`config.mk`:
```
export PLATFORM = sky130hd
export DESIGN_NAME = key_button_event_tracker_core
export DESIGN_NICKNAME = d
export VERILOG_FILES = /design/src/hw/rtl/kbet_pkg.sv /design/src/hw/rtl/kbet_ram.sv /design/src/hw/rtl/key_button_event_tracker_core.sv
export SDC_FILE = /design/constraint.sdc
export NUM_CORES = 1
export LEC_CHECK = 0
export ABC_AREA = 1
export BUFFER_PORTS_ARGS = -buffer_cell sky130_fd_sc_hd__buf_2
export CORE_MARGIN = 1.5
export CORE_UTILIZATION = 41
export CTS_BUF_LIST = sky130_fd_sc_hd__clkbuf_8
export CTS_CLUSTER_DIAMETER = 200
export DETAILED_ROUTE_END_ITERATION = 10
export PLACE_DENSITY_LB_ADDON = 0.12
export SYNTH_ARGS = -nofsm -noshare
export SYNTH_HDL_FRONTEND = slang
export SYNTH_HIERARCHICAL = 1
export SYNTH_SLANG_ARGS = --single-unit
```
`constraint.sdc`:
```
create_clock -name clk -period 25.7 [get_ports clk]
set_input_delay 2.57 -clock clk [delete_from_list [all_inputs] [get_ports clk]]
set_output_delay 2.57 -clock clk [all_outputs]
set_load 0.01 [all_outputs]
```
`src/hw/rtl/kbet_pkg.sv`:
```
package kbet_pkg;

  localparam int KEY_COUNT_DEF    = 512;
  localparam int BUTTON_COUNT_DEF = 8;
  localparam int CODE_W           = 21;
  localparam int CFG_IDX_W        = 3;

  typedef logic [1:0] kind_t;
  localparam kind_t KIND_KEY    = 2'd0;
  localparam kind_t KIND_CHAR   = 2'd1;
  localparam kind_t KIND_BUTTON = 2'd2;
  localparam kind_t KIND_CLEAR  = 2'd3;

  typedef logic [1:0] kstate_t;
  localparam kstate_t ST_RELEASED = 2'd0;
  localparam kstate_t ST_PRESSED  = 2'd1;
  localparam kstate_t ST_STUCK    = 2'd2;

  typedef logic [CFG_IDX_W-1:0] cfg_idx_t;
  localparam cfg_idx_t CFG_STICKY_KEYS    = 3'd0;
  localparam cfg_idx_t CFG_STICKY_BUTTONS = 3'd1;
  localparam cfg_idx_t CFG_REPEAT_ENABLE  = 3'd2;
  localparam cfg_idx_t CFG_KEY_REPORT     = 3'd3;
  localparam cfg_idx_t CFG_CHAR_REPORT    = 3'd4;
  localparam cfg_idx_t CFG_BUTTON_REPORT  = 3'd5;

  typedef logic [CODE_W-1:0] code_t;
  localparam code_t CHAR_PRINT_LOW  = 21'd32;
  localparam code_t CHAR_PRINT_HIGH = 21'd126;
  localparam code_t CHAR_UPPER_LOW  = 21'd160;

  function automatic logic is_printable(input code_t c);
    return ((c >= CHAR_PRINT_LOW) && (c <= CHAR_PRINT_HIGH)) || (c >= CHAR_UPPER_LOW);
  endfunction

endpackage

```
`src/hw/rtl/kbet_ram.sv`:
```
module kbet_ram #(
  parameter int WIDTH = 2,
  parameter int DEPTH = 512,
  localparam int AW   = (DEPTH > 1) ? $clog2(DEPTH) : 1
) (
  input  logic             clk,
  input  logic             we,
  input  logic [AW-1:0]    waddr,
  input  logic [WIDTH-1:0] wdata,
  input  logic             re,
  input  logic [AW-1:0]    raddr,
  output logic [WIDTH-1:0] rdata
);

  logic [WIDTH-1:0] mem [DEPTH];

  always_ff @(posedge clk) begin
    if (we) begin
      mem[waddr] <= wdata;
    end
    if (re) begin
      rdata <= mem[raddr];
    end
  end

endmodule

```
`src/hw/rtl/key_button_event_tracker_core.sv`:
```
// Key, character and mouse-button event filter. Key, character and button
// transactions are accepted one per cycle while the input is not stalled: a
// key's state is read from the key table memory at acceptance and written back
// from the s1 stage, with the previous update forwarded when two transactions
// hit the same key back to back, and a reported result is registered on the
// output as its transaction leaves the s1 stage. A clear transaction, and
// likewise the end of reset, starts a sweep that writes every key table entry
// back to released, one entry per cycle. Input is stalled during the sweep and
// while an accepted clear transaction is held in the s1 stage. Configuration
// writes are taken whenever reset is not asserted.
module key_button_event_tracker_core #(
  parameter int KEY_COUNT    = kbet_pkg::KEY_COUNT_DEF,
  parameter int BUTTON_COUNT = kbet_pkg::BUTTON_COUNT_DEF
) (
  input  logic                          clk,
  input  logic                          rst,
  input  logic                          cfg_we,
  input  logic [kbet_pkg::CFG_IDX_W-1:0] cfg_index,
  input  logic                          cfg_data,
  input  logic                          item_valid,
  output logic                          item_stall,
  input  logic [1:0]                    kind,
  input  logic [kbet_pkg::CODE_W-1:0]   code,
  input  logic                          action,
  output logic                          result_valid,
  input  logic                          result_stall,
  output logic [1:0]                    source,
  output logic [kbet_pkg::CODE_W-1:0]   event_code,
  output logic                          event_action
);

  localparam int IDX_W = $clog2(KEY_COUNT);
  localparam logic [IDX_W-1:0] LAST_IDX = IDX_W'(KEY_COUNT - 1);
  localparam kbet_pkg::code_t KEY_LIMIT = kbet_pkg::CODE_W'(KEY_COUNT);
  localparam kbet_pkg::code_t BUTTON_LIMIT = kbet_pkg::CODE_W'(BUTTON_COUNT);

  logic sticky_keys, sticky_buttons, repeat_enable;
  logic key_report_enable, char_report_enable, button_report_enable;

  logic              accept;
  logic              s1_valid, s1_go, s1_action, s1_key_ok;
  kbet_pkg::kind_t   s1_kind;
  kbet_pkg::code_t   s1_code;
  logic [IDX_W-1:0]  s1_idx;

  logic              clr_active;
  logic [IDX_W-1:0]  clr_idx;

  logic              fwd_valid;
  logic [IDX_W-1:0]  fwd_addr;
  kbet_pkg::kstate_t fwd_data;

  kbet_pkg::code_t   previous_char;

  kbet_pkg::kstate_t rd_data, cur_state, key_wdata, ram_wdata;
  logic              key_we, ram_we, emit;
  logic [IDX_W-1:0]  ram_waddr;

  always_ff @(posedge clk) begin
    if (rst) begin
      sticky_keys          <= 1'b0;
      sticky_buttons       <= 1'b0;
      repeat_enable        <= 1'b0;
      key_report_enable    <= 1'b0;
      char_report_enable   <= 1'b0;
      button_report_enable <= 1'b0;
    end else if (cfg_we) begin
      unique case (cfg_index)
        kbet_pkg::CFG_STICKY_KEYS:    sticky_keys          <= cfg_data;
        kbet_pkg::CFG_STICKY_BUTTONS: sticky_buttons       <= cfg_data;
        kbet_pkg::CFG_REPEAT_ENABLE:  repeat_enable        <= cfg_data;
        kbet_pkg::CFG_KEY_REPORT:     key_report_enable    <= cfg_data;
        kbet_pkg::CFG_CHAR_REPORT:    char_report_enable   <= cfg_data;
        kbet_pkg::CFG_BUTTON_REPORT:  button_report_enable <= cfg_data;
        default: ;
      endcase
    end
  end

  assign s1_go      = s1_valid && (!result_valid || !result_stall);
  assign item_stall = clr_active ||
                      (s1_valid && (!s1_go || (s1_kind == kbet_pkg::KIND_CLEAR)));
  assign accept     = item_valid && !item_stall;

  assign cur_state = (fwd_valid && (fwd_addr == s1_idx)) ? fwd_data : rd_data;

  always_comb begin
    key_we    = 1'b0;
    key_wdata = kbet_pkg::ST_RELEASED;
    emit      = 1'b0;
    unique case (s1_kind)
      kbet_pkg::KIND_KEY: begin
        if (s1_key_ok && (s1_action || (cur_state == kbet_pkg::ST_PRESSED))) begin
          key_we = s1_go;
          if (!s1_action && sticky_keys) begin
            key_wdata = kbet_pkg::ST_STUCK;
          end else begin
            key_wdata = s1_action ? kbet_pkg::ST_PRESSED : kbet_pkg::ST_RELEASED;
          end
          emit = key_report_enable && (repeat_enable || !s1_action ||
                                       (cur_state != kbet_pkg::ST_PRESSED));
        end
      end
      kbet_pkg::KIND_CHAR: begin
        if (kbet_pkg::is_printable(s1_code)) begin
          emit = char_report_enable &&
                 (repeat_enable || !s1_action || (previous_char != s1_code));
        end
      end
      kbet_pkg::KIND_BUTTON: begin
        emit = button_report_enable && (s1_code < BUTTON_LIMIT);
      end
      default: ;
    endcase
  end

  assign ram_we    = clr_active || key_we;
  assign ram_waddr = clr_active ? clr_idx : s1_idx;
  assign ram_wdata = clr_active ? kbet_pkg::ST_RELEASED : key_wdata;

  kbet_ram #(
    .WIDTH ($bits(kbet_pkg::kstate_t)),
    .DEPTH (KEY_COUNT)
  ) u_key_table (
    .clk   (clk),
    .we    (ram_we),
    .waddr (ram_waddr),
    .wdata (ram_wdata),
    .re    (accept),
    .raddr (code[IDX_W-1:0]),
    .rdata (rd_data)
  );

  always_ff @(posedge clk) begin
    if (rst) begin
      s1_valid  <= 1'b0;
      fwd_valid <= 1'b0;
    end else if (accept) begin
      s1_valid  <= 1'b1;
      fwd_valid <= key_we;
    end else if (s1_go) begin
      s1_valid  <= 1'b0;
    end
  end

  always_ff @(posedge clk) begin
    if (accept) begin
      s1_kind   <= kind;
      s1_code   <= code;
      s1_action <= action;
      s1_idx    <= code[IDX_W-1:0];
      s1_key_ok <= code < KEY_LIMIT;
      fwd_addr  <= s1_idx;
      fwd_data  <= key_wdata;
    end
  end

  always_ff @(posedge clk) begin
    if (rst) begin
      clr_active    <= 1'b1;
      clr_idx       <= '0;
      previous_char <= '0;
    end else begin
      if (clr_active) begin
        if (clr_idx == LAST_IDX) begin
          clr_active <= 1'b0;
        end else begin
          clr_idx <= clr_idx + 1'b1;
        end
      end
      if (s1_go && (s1_kind == kbet_pkg::KIND_CLEAR)) begin
        clr_active    <= 1'b1;
        clr_idx       <= '0;
        previous_char <= '0;
      end else if (s1_go && (s1_kind == kbet_pkg::KIND_CHAR) &&
                   kbet_pkg::is_printable(s1_code)) begin
        previous_char <= s1_action ? s1_code : '0;
      end
    end
  end

  always_ff @(posedge clk) begin
    if (rst) begin
      result_valid <= 1'b0;
    end else if (s1_go && emit) begin
      result_valid <= 1'b1;
    end else if (!result_stall) begin
      result_valid <= 1'b0;
    end
  end

  always_ff @(posedge clk) begin
    if (s1_go && emit) begin
      source       <= s1_kind;
      event_code   <= s1_code;
      event_action <= s1_action;
    end
  end

endmodule

```
=== Word level (Yosys, flattened, before mapping) ===
Memory sizes are Yosys's and may differ from the RTL's. A register that Yosys moved wholly into a read port is not among the register bits.
Cells that the tools add are included.

* Flip-flop bits (word level): 108
* Memory bits (writable): 1,024
* Input bits: 33
* Output and inout bits: 26
* Logic and storage cells: 101
* Memories kept: 1

{| class="wikitable"
|+ Memory list
! memory !! depth !! bits a word !! rd ports !! clocked after memory_dff !! wr ports !! RTL line !! source
|-
| u_key_table.mem || 512 || 2 || 1 || 1 || 1 || kbet_ram.sv:15 || <nowiki>logic [WIDTH-1:0] mem [DEPTH];</nowiki>
|}

* Add/subtract/negate cells: 1
* $lt $le $gt $ge: 5
* Eq/ne operators: 13
* Multiplexer cells: 21
* Bitwise logic cells: 1
* Reductions and logical operators: 38

{| class="wikitable"
|+ Operators with widths
! operator !! number
|-
| $ge A21 B6 Y1 const B || 1
|-
| $ge A21 B8 Y1 const B || 1
|-
| $le A21 B7 Y1 const B || 1
|-
| $lt A21 B10 Y1 const B || 1
|-
| $lt A21 B4 Y1 const B || 1
|-
| $mux W21 || 1
|-
| $ne A21 B21 Y1 || 1
|-
| $logic_and A1 B1 Y1 || 14
|-
| $mux W1 || 13
|-
| $reduce_and A2 Y1 || 6
|-
| $mux W2 || 5
|-
| $add A9 B1 Y9 const B || 1
|-
| $eq A9 B9 Y1 || 1
|-
| $eq A9 B9 Y1 const B || 1
|-
| $logic_or A1 B1 Y1 || 9
|-
| $mux W9 || 1
|-
| $eq A3 B2 Y1 const B || 2
|-
| $eq A3 B3 Y1 const B || 2
|-
| $logic_not A1 Y1 || 5
|-
| $eq A2 B1 Y1 const B || 2
|-
| $eq A2 B2 Y1 const B || 2
|-
| $ne A2 B1 Y1 const B || 2
|-
| $logic_not A3 Y1 || 1
|-
| $pmux W1 S3 || 1
|-
| 4 further kinds || 4
|}

=== Longest topological paths before layout ===
Gate-level depths: netlist of run 1.

* Depth after elaboration: 11
* Gate-level depth with buffers: 20
* Depth with buffers taken out: 19

=== Hierarchy ===
Netlist of run 1, hierarchy kept.

{| class="wikitable"
|+ By module, submodules not included
! module !! instances !! cells an instance !! area an instance (um^2) !! sequential area each (um^2)
|-
| kbet_ram || 1 || 4,013 || 43,879.6 || 30,809.5
|-
| key_button_event_tracker_core || 1 || 420 || 4,172.8 || 2,582.5
|}

=== Least setup slack after synthesis of run 1 ===
Ideal clock, no wire load.

* Path type: register -> register
* From: register, netlist name s1_code[7]
* To: memory u_key_table.mem[0][1], data pin
* Library setup time: 3,989 ps
* Arrival time: 20,239 ps
* Required time: 21,711 ps
* Setup slack: 1,472 ps
* Stages on the path, launching flop included: 8
* Clock period less this slack: 24,228 ps
* Path through: edfxtp_1 -> o21ai_0 -> nor2_4 -> nand2_1 -> nand2_1 -> nand2_1 -> nand3_2 -> nor3_1

{| class="wikitable"
|+ RTL lines
! what !! RTL line
|-
| end, declared || kbet_ram.sv:15
|}

=== Worst setup path after layout of run 1 ===
* From: input port result_stall
* To: output port item_stall

* Word-level cells in the longest chain between the ends: 7

{| class="wikitable"
|+ Ends and longest elaborated chain
! what !! RTL line !! source
|-
| start, declared || key_button_event_tracker_core.sv:26 || <nowiki>input logic result_stall,</nowiki>
|-
| $logic_not A1 Y1 || n/a ||
|-
| $logic_or A1 B1 Y1 || key_button_event_tracker_core.sv:80 || <nowiki>assign s1_go = s1_valid && (!result_valid || !result_stall);</nowiki>
|-
| $logic_and A1 B1 Y1 || key_button_event_tracker_core.sv:80 ||
|-
| $logic_not A1 Y1 || key_button_event_tracker_core.sv:82 || <nowiki>(s1_valid && (!s1_go || (s1_kind == kbet_pkg::KIND_CLEAR)));</nowiki>
|-
| $logic_or A1 B1 Y1 || key_button_event_tracker_core.sv:82 ||
|-
| $logic_and A1 B1 Y1 || key_button_event_tracker_core.sv:82 ||
|-
| $logic_or A1 B1 Y1 || key_button_event_tracker_core.sv:81 || <nowiki>assign item_stall = clr_active ||</nowiki>
|-
| end, declared || key_button_event_tracker_core.sv:21 || <nowiki>output logic item_stall,</nowiki>
|}

No other way between the ends.

==> results.cfg, run 1 <==
[finish]
nFillCells = 11100
regArea_sq_um = 33400
nets = 4456
final_cell_area_sq_um = 52400
drive_gt1_share_pct = 8.30
final_cells = 6091
multi_input_area_sq_um = 12600
synthToLayoutAreaGrowth_pct = 9.07

[clock_tree]
cts-root-buf = clkbuf_8
postCtsHoldBufs = 0
clock_latency_ns = 0.86
cts_setup_buffers = 0
cts-buffers-inserted = 189
clk_pin_slew_ns = 0.06
clock_path_buffers = 3
cts.sinks = 1125
cts_tree = done
cts_max_level = 4
cts_resized = 0

[timing]
tns_ns = 0
period_minus_slack_ns = 5.92
slew_viol_final = 143
final-setup-viol-count = 0
skew_ns = 0.0345
maxSlewHeadroom_pct = -13.6
fmax_ghz = 0.169
finalCritPeriodShare_pct = 23.0
tightest_slew_ns = 1.70
rsz0062_at_grt = no
hold_violations = 0

[critical_path]
start_kind = input pin
cpPeakStageDelay_ns = 0.17
path_class = input pin to output port
cp.arrival_ns = 3.35
cp_max_fo = 5
cp_common_cell = nand2_1
cpMaxStageDelayCell = nor2_4
crit_buf_inv = 3
path_cells = buf_2 > nand2_1 > inv_1 > nor2_4 > nand2_1 > nand2_1 > nand2_1 > buf_2
crit_required_ns = 23.13
crit_family = simple AND/OR/NAND/NOR gates
worst_setup_path_end_kind = output port

[run_status]
violations = slew limit
status = finished, violations left

[place]
gp_congestion = 0.776
dp_hpwl_um = 70400
io_buffers = 58
placed_cells = 5754
place_area_sq_um = 49000

[route]
drtIter0Drc = 3187
wl_um = 137000
drc = 0
first_pass_iters = 5
vias_per_cell = 5.44
routedWlPerCell_um = 22.5
num_vias = 33100
ant_nets = 0

[die]
core_sq_um = 116000
row_count = 125
die_h_um = 345
die_w_um = 345
initial_core_util_pct = 41.4
ios = 59
die-area_sq_um = 119000

[yosys]
synth.distinct_cells = 37
synth_edf_count = 1086
synth_area_per_cell_sq_um = 10.8
synthCells = 4433
synthArstFlopShare_pct = 0
synth_seq_cells = 1125
synth_nets = 4468
yosysSeqAreaShare_pct = 69.5
synth.cell_area_sq_um = 48100
synth_ff_type = edfxtp_1
synth_warnings = 6

[grt]
overflow = 0
grt_max_degree = 240
antenna_found_initial = 3
first_global_vias = 32700
grtUsageTotal_pct = 22.7
grt_pass1_wl_um = 204000

[run]
maxCapViolCount = 0

[power_and_ir_drop]
power_density_nw_per_um2 = 68.7
ir_drop_v = 0.0000381
leakagePower_nw = 19.4

[min_path]
holdCritPathClass = flip-flop to flip-flop
-- power by group --
part,internal (mW),switching (mW)
clock network,0.735,0.716
logic,0.0378,0.129
registers,1.98,0.000768
total,2.76,0.845
-- worst paths after layout --
kind | slack [ns] | cells after the start | startpoint | endpoint
max | 19.78 | 8 | result_stall | item_stall
min | 0.45 | 2 | key_report_enable | key_report_enable
max reg2reg | 21.27 | 12 | s1_code[8] | u_key_table/mem[203][1]
min reg2reg | 0.45 | 2 | key_report_enable | key_report_enable
-- state kept, by name, indices dropped and copies added (netlist names), 9 cells and up --
register / count
s1_code: 21
u_key_table/mem: 1024
clr_idx: 9
fwd_addr: 9
previous_char: 21
event_code: 21
-- logic make-up (layout without fill, tap and decap cells) --
family	Yosys count	after routing	synth area share [%]
AND/OR/NAND/NOR	2830	2830	25.1
flip-flops	1125	1125	69.5
buffers and inverters	399	532	4.38
AO/OA/AOI/OAI	54	54	0.594
XOR/XNOR	23	23	0.419
adder cells (fa/ha/maj)	2	2	0.0521
other	0	1	0
-- synthesized netlist by cell type (2+ instances only) --
cell type	n	area, sq um
nor2_2	2	12.5
buf_6	50	563
nor2_1	542	2030
nor2_4	2	22.5
nand3_2	3	30.0
nand3_1	1028	5140
nand2_2	3	18.8
a31oi_1	2	12.5
nor3_1	16	80.1
xnor2_1	17	149
o21ai_0	16	80.1
nand2_1	1207	4530
buf_1	39	146
and3_1	3	18.8
nor4_1	10	62.6
inv_1	76	285
nand4_1	10	62.6
buf_8	2	30.0
ha_1	2	25.0
inv_2	8	30.0
clkbuf_1	77	289
edfxtp_1	1086	32600
or2_2	2	12.5
a21oi_1	31	155
xor2_1	6	52.6
buf_4	9	67.6
buf_2	136	681
dfxtp_1	39	781
-- placed cells by master (no fill, tap or decap), drive strengths merged, types with 2 or more instances in the layout --
cell type / n
a21oi: 32
a31oi: 2
and3: 3
buf: 110
clkbuf: 204
clkinv: 70
clkinvlp: 3
dfxtp: 39
edfxtp: 1086
ha: 2
inv: 144
nand2: 1210
nand3: 1031
nand4: 10
nor2: 546
nor3: 16
nor4: 10
o21ai: 17
or2: 2
xnor2: 17
xor2: 6
-- stage by stage --
step	utilization, %	setup WS [ns]	hold WS, ns	total power, mW
after CTS	45.1	19.76	0.452	3.63
final	45.1	19.78	0.452	3.60
after detailed placement	42.2	19.49	0.441	2.19
after global placement	42.2	19.53	0.445	2.19
after global routing	45.1	19.71	0.494	3.72
after floorplan	-	1.47	0.423	2.13
-- per-layer routing --
metal | vias to the layer above | share of wire, % | GRT usage [%]
li1 | 15400 | - | -
met3 | 215 | 5.8 | 3.36
met5 | - | 0 | 0
met2 | 1024 | 47 | 37.8
met4 | 0 | 2.2 | 6.69
met1 | 16500 | 45 | 30.9
-- tightest hold or removal path, cell delays in order (launching register included) --
cell	delay, ns
dfxtp_1	0.31
inv_1	0.05
a21oi_1	0.05
-- final cells by class --
class                      count  area share [%]
antenna                        1         0.00477
clock inverter               132            1.09
sequential                  1125            63.7
clock buffer                 204            5.36
tap                         1524            3.64
timing repair buffer         110            1.45
inverter                      86           0.673
multi-input combinational   2909            24.1
Note: power is estimated with default switching activity, not from simulation.
==> inputs of run 2 (changes only) <==
==> constraint.sdc (replaced) <==
create_clock -name clk -period 6.2 [get_ports clk]
set_input_delay 0.62 -clock clk [delete_from_list [all_inputs] [get_ports clk]]
set_output_delay 0.62 -clock clk [all_outputs]
set_load 0.01 [all_outputs]
==> run 2 against run 1 <==
Against the previous run: the flow now finishes without violations; critical endpoint is now u_key_table/mem[225][0]; clock power grew to 4.0 times the previous value; core utilization grew 0.23 points; worst hold slack lost 0.36 ns; clock-buffer cell count shrank 8; register-to-register slack lost 19 ns; sequential share of layout area shrank 0.33 points.
==> results.cfg, run 2 (synthesized netlist as in run 1, its figures left out) <==
[grt]
overflow = 0
grt_pass1_wl_um = 200000
grtUsageTotal_pct = 22.2
antenna_found_initial = 6
first_global_vias = 32100
grt_max_degree = 221

[power_and_ir_drop]
leakagePower_nw = 19.5
ir_drop_v = 0.000206
power_density_nw_per_um2 = 281

[timing]
hold_violations = 0
maxSlewHeadroom_pct = 18.1
finalCritPeriodShare_pct = 65.4
fmax_ghz = 0.247
slew_viol_final = 0
skew_ns = 0.0445
finalWorstSetupSlack_ns = 2.15
tightest_slew_ns = 1.23
rsz0062_at_grt = no
final-setup-viol-count = 0
period_minus_slack_ns = 4.05
tns_ns = 0

[min_path]
hold_end = button_report_enable
holdCritPathClass = input pin to flip-flop
whs_path_depth = 4
hp-start = cfg_index[1]

[clock_tree]
cts_max_level = 4
cts_setup_buffers = 0
cts_resized = 0
cts_tree = done
clk_pin_slew_ns = 0.06
cts-root-buf = clkbuf_8
cts-buffers-inserted = 189
clock_latency_ns = 0.86
clock_path_buffers = 3
cts.sinks = 1125

[finish]
regArea_sq_um = 33400
nFillCells = 11000
postLayoutCoreUtil_pct = 45.3
synthToLayoutAreaGrowth_pct = 9.63
layout_commonest_cell = nand2_1
drive_gt1_share_pct = 8.03
layout_common_cells = nand2_1, edfxtp_1, nand3_1
nets = 4477
largest_reg_flops = 1024
largest_register = u_key_table/mem
multi_input_area_sq_um = 12600
final_cells = 6122

[route]
routedWlPerCell_um = 21.9
num_vias = 32900
first_pass_iters = 6
vias_per_cell = 5.37
drc = 0
drtIter0Drc = 2906
ant_nets = 0
wl_um = 134000

[die]
die_w_um = 345
row_count = 125
die_h_um = 345
ios = 59
initial_core_util_pct = 41.4
die-area_sq_um = 119000
core_sq_um = 116000

[critical_path]
cp_common_cell = nand2_1
worst_r2r_endpoint = u_key_table/mem[225][0]
rrSetupSlack_ns = 2.15
r2r-start = s1_code[5]
worst_setup_path_end_kind = flip-flop
path_class = flip-flop to flip-flop
cpMaxStageDelayCell = nand2_2
cp.arrival_ns = 4.53
crit_required_ns = 6.68
r2r_cells = 17
start_kind = flip-flop
cp_max_fo = 20
path_cells = inv_1 > nand2_1 > nand2_1 > clkinv_1 > nand3_1 > nor2_2 > nand2_1 > nand2_1 > nand2_2 > nand3_4 > nand2_2 > nand2_1 > nand2_1 > inv_1 > nor3_1 > nand2_2 > nor2_1
cpPeakStageDelay_ns = 0.70

[place]
dpl_worst_slack_ns = 2.20
placed_cells = 5756
io_buffers = 58
gp_congestion = 0.793
dp_hpwl_um = 72100

[run_status]
status = completed

[run]
maxCapViolCount = 0
[run 2: worst max path at each step]
stage / startpoint / end / cells after the start
2_1_floorplan: s1_code[4] / u_key_table/mem[0][1] / 8
3_3_place_gp: s1_code[5] / u_key_table/mem[339][1] / 18
3_5_place_dp: s1_code[5] / u_key_table/mem[241][0] / 18
4_1_cts: s1_code[5] / u_key_table/mem[241][0] / 18
5_1_grt: s1_code[1] / u_key_table/mem[339][1] / 17
6_report: s1_code[5] / u_key_table/mem[225][0] / 17
[run 2: critical path: cells and delay by family (launching register included)]
| kind | cells | cell delay, ns |
|---|---|---|
| buffers and inverters | 3 | 0.29 |
| DFF | 1 | 0.50 |
| and+or+nand+nor | 14 | 2.86 |
[run 2: cell type report]
| type | instances | share of cell area (%) |
|---|---|---|
| diodes | 2 | 0.00950 |
| clock buffers | 196 | 5.12 |
| clock inverters | 149 | 1.19 |
| inverters | 86 | 0.670 |
| multi-input cells | 2909 | 24.0 |
| flip-flops and latches | 1125 | 63.4 |
| well taps | 1524 | 3.62 |
| repair buffers | 131 | 2.02 |
[run 2: power by group]
group / switching (mW) / internal, mW
Combinational: 0.529 / 0.167
Sequential: 0.00330 / 8.22
Clock: 2.96 / 2.92
Total: 3.49 / 11.3
[run 2: through the flow]
step	instance area (sq um)	hold WS (ns)	power (mW)
2_1_floorplan	48100	0.423	8.83
3_3_place_gp	49200	0.464	9.06
3_5_place_dp	49200	0.467	9.07
4_1_cts	52700	0.00587	14.9
5_1_grt	52700	0.0378	15.3
6_report	52700	0.0962	14.8
[run 2: repair_timing]
action	4_1_cts	5_1_grt
hold endpoints to repair	21	0
setup endpoints to repair	0	0
hold buffers	19	0
[run 2: per-layer routing]
layer,global-route usage (%),vias to the layer above,part of all wire [%]
li1,-,15400,-
met1,30.6,16300,45
met2,36.2,922,47
met3,3.63,202,5.7
met4,6.78,0,2.4
met5,0,-,0
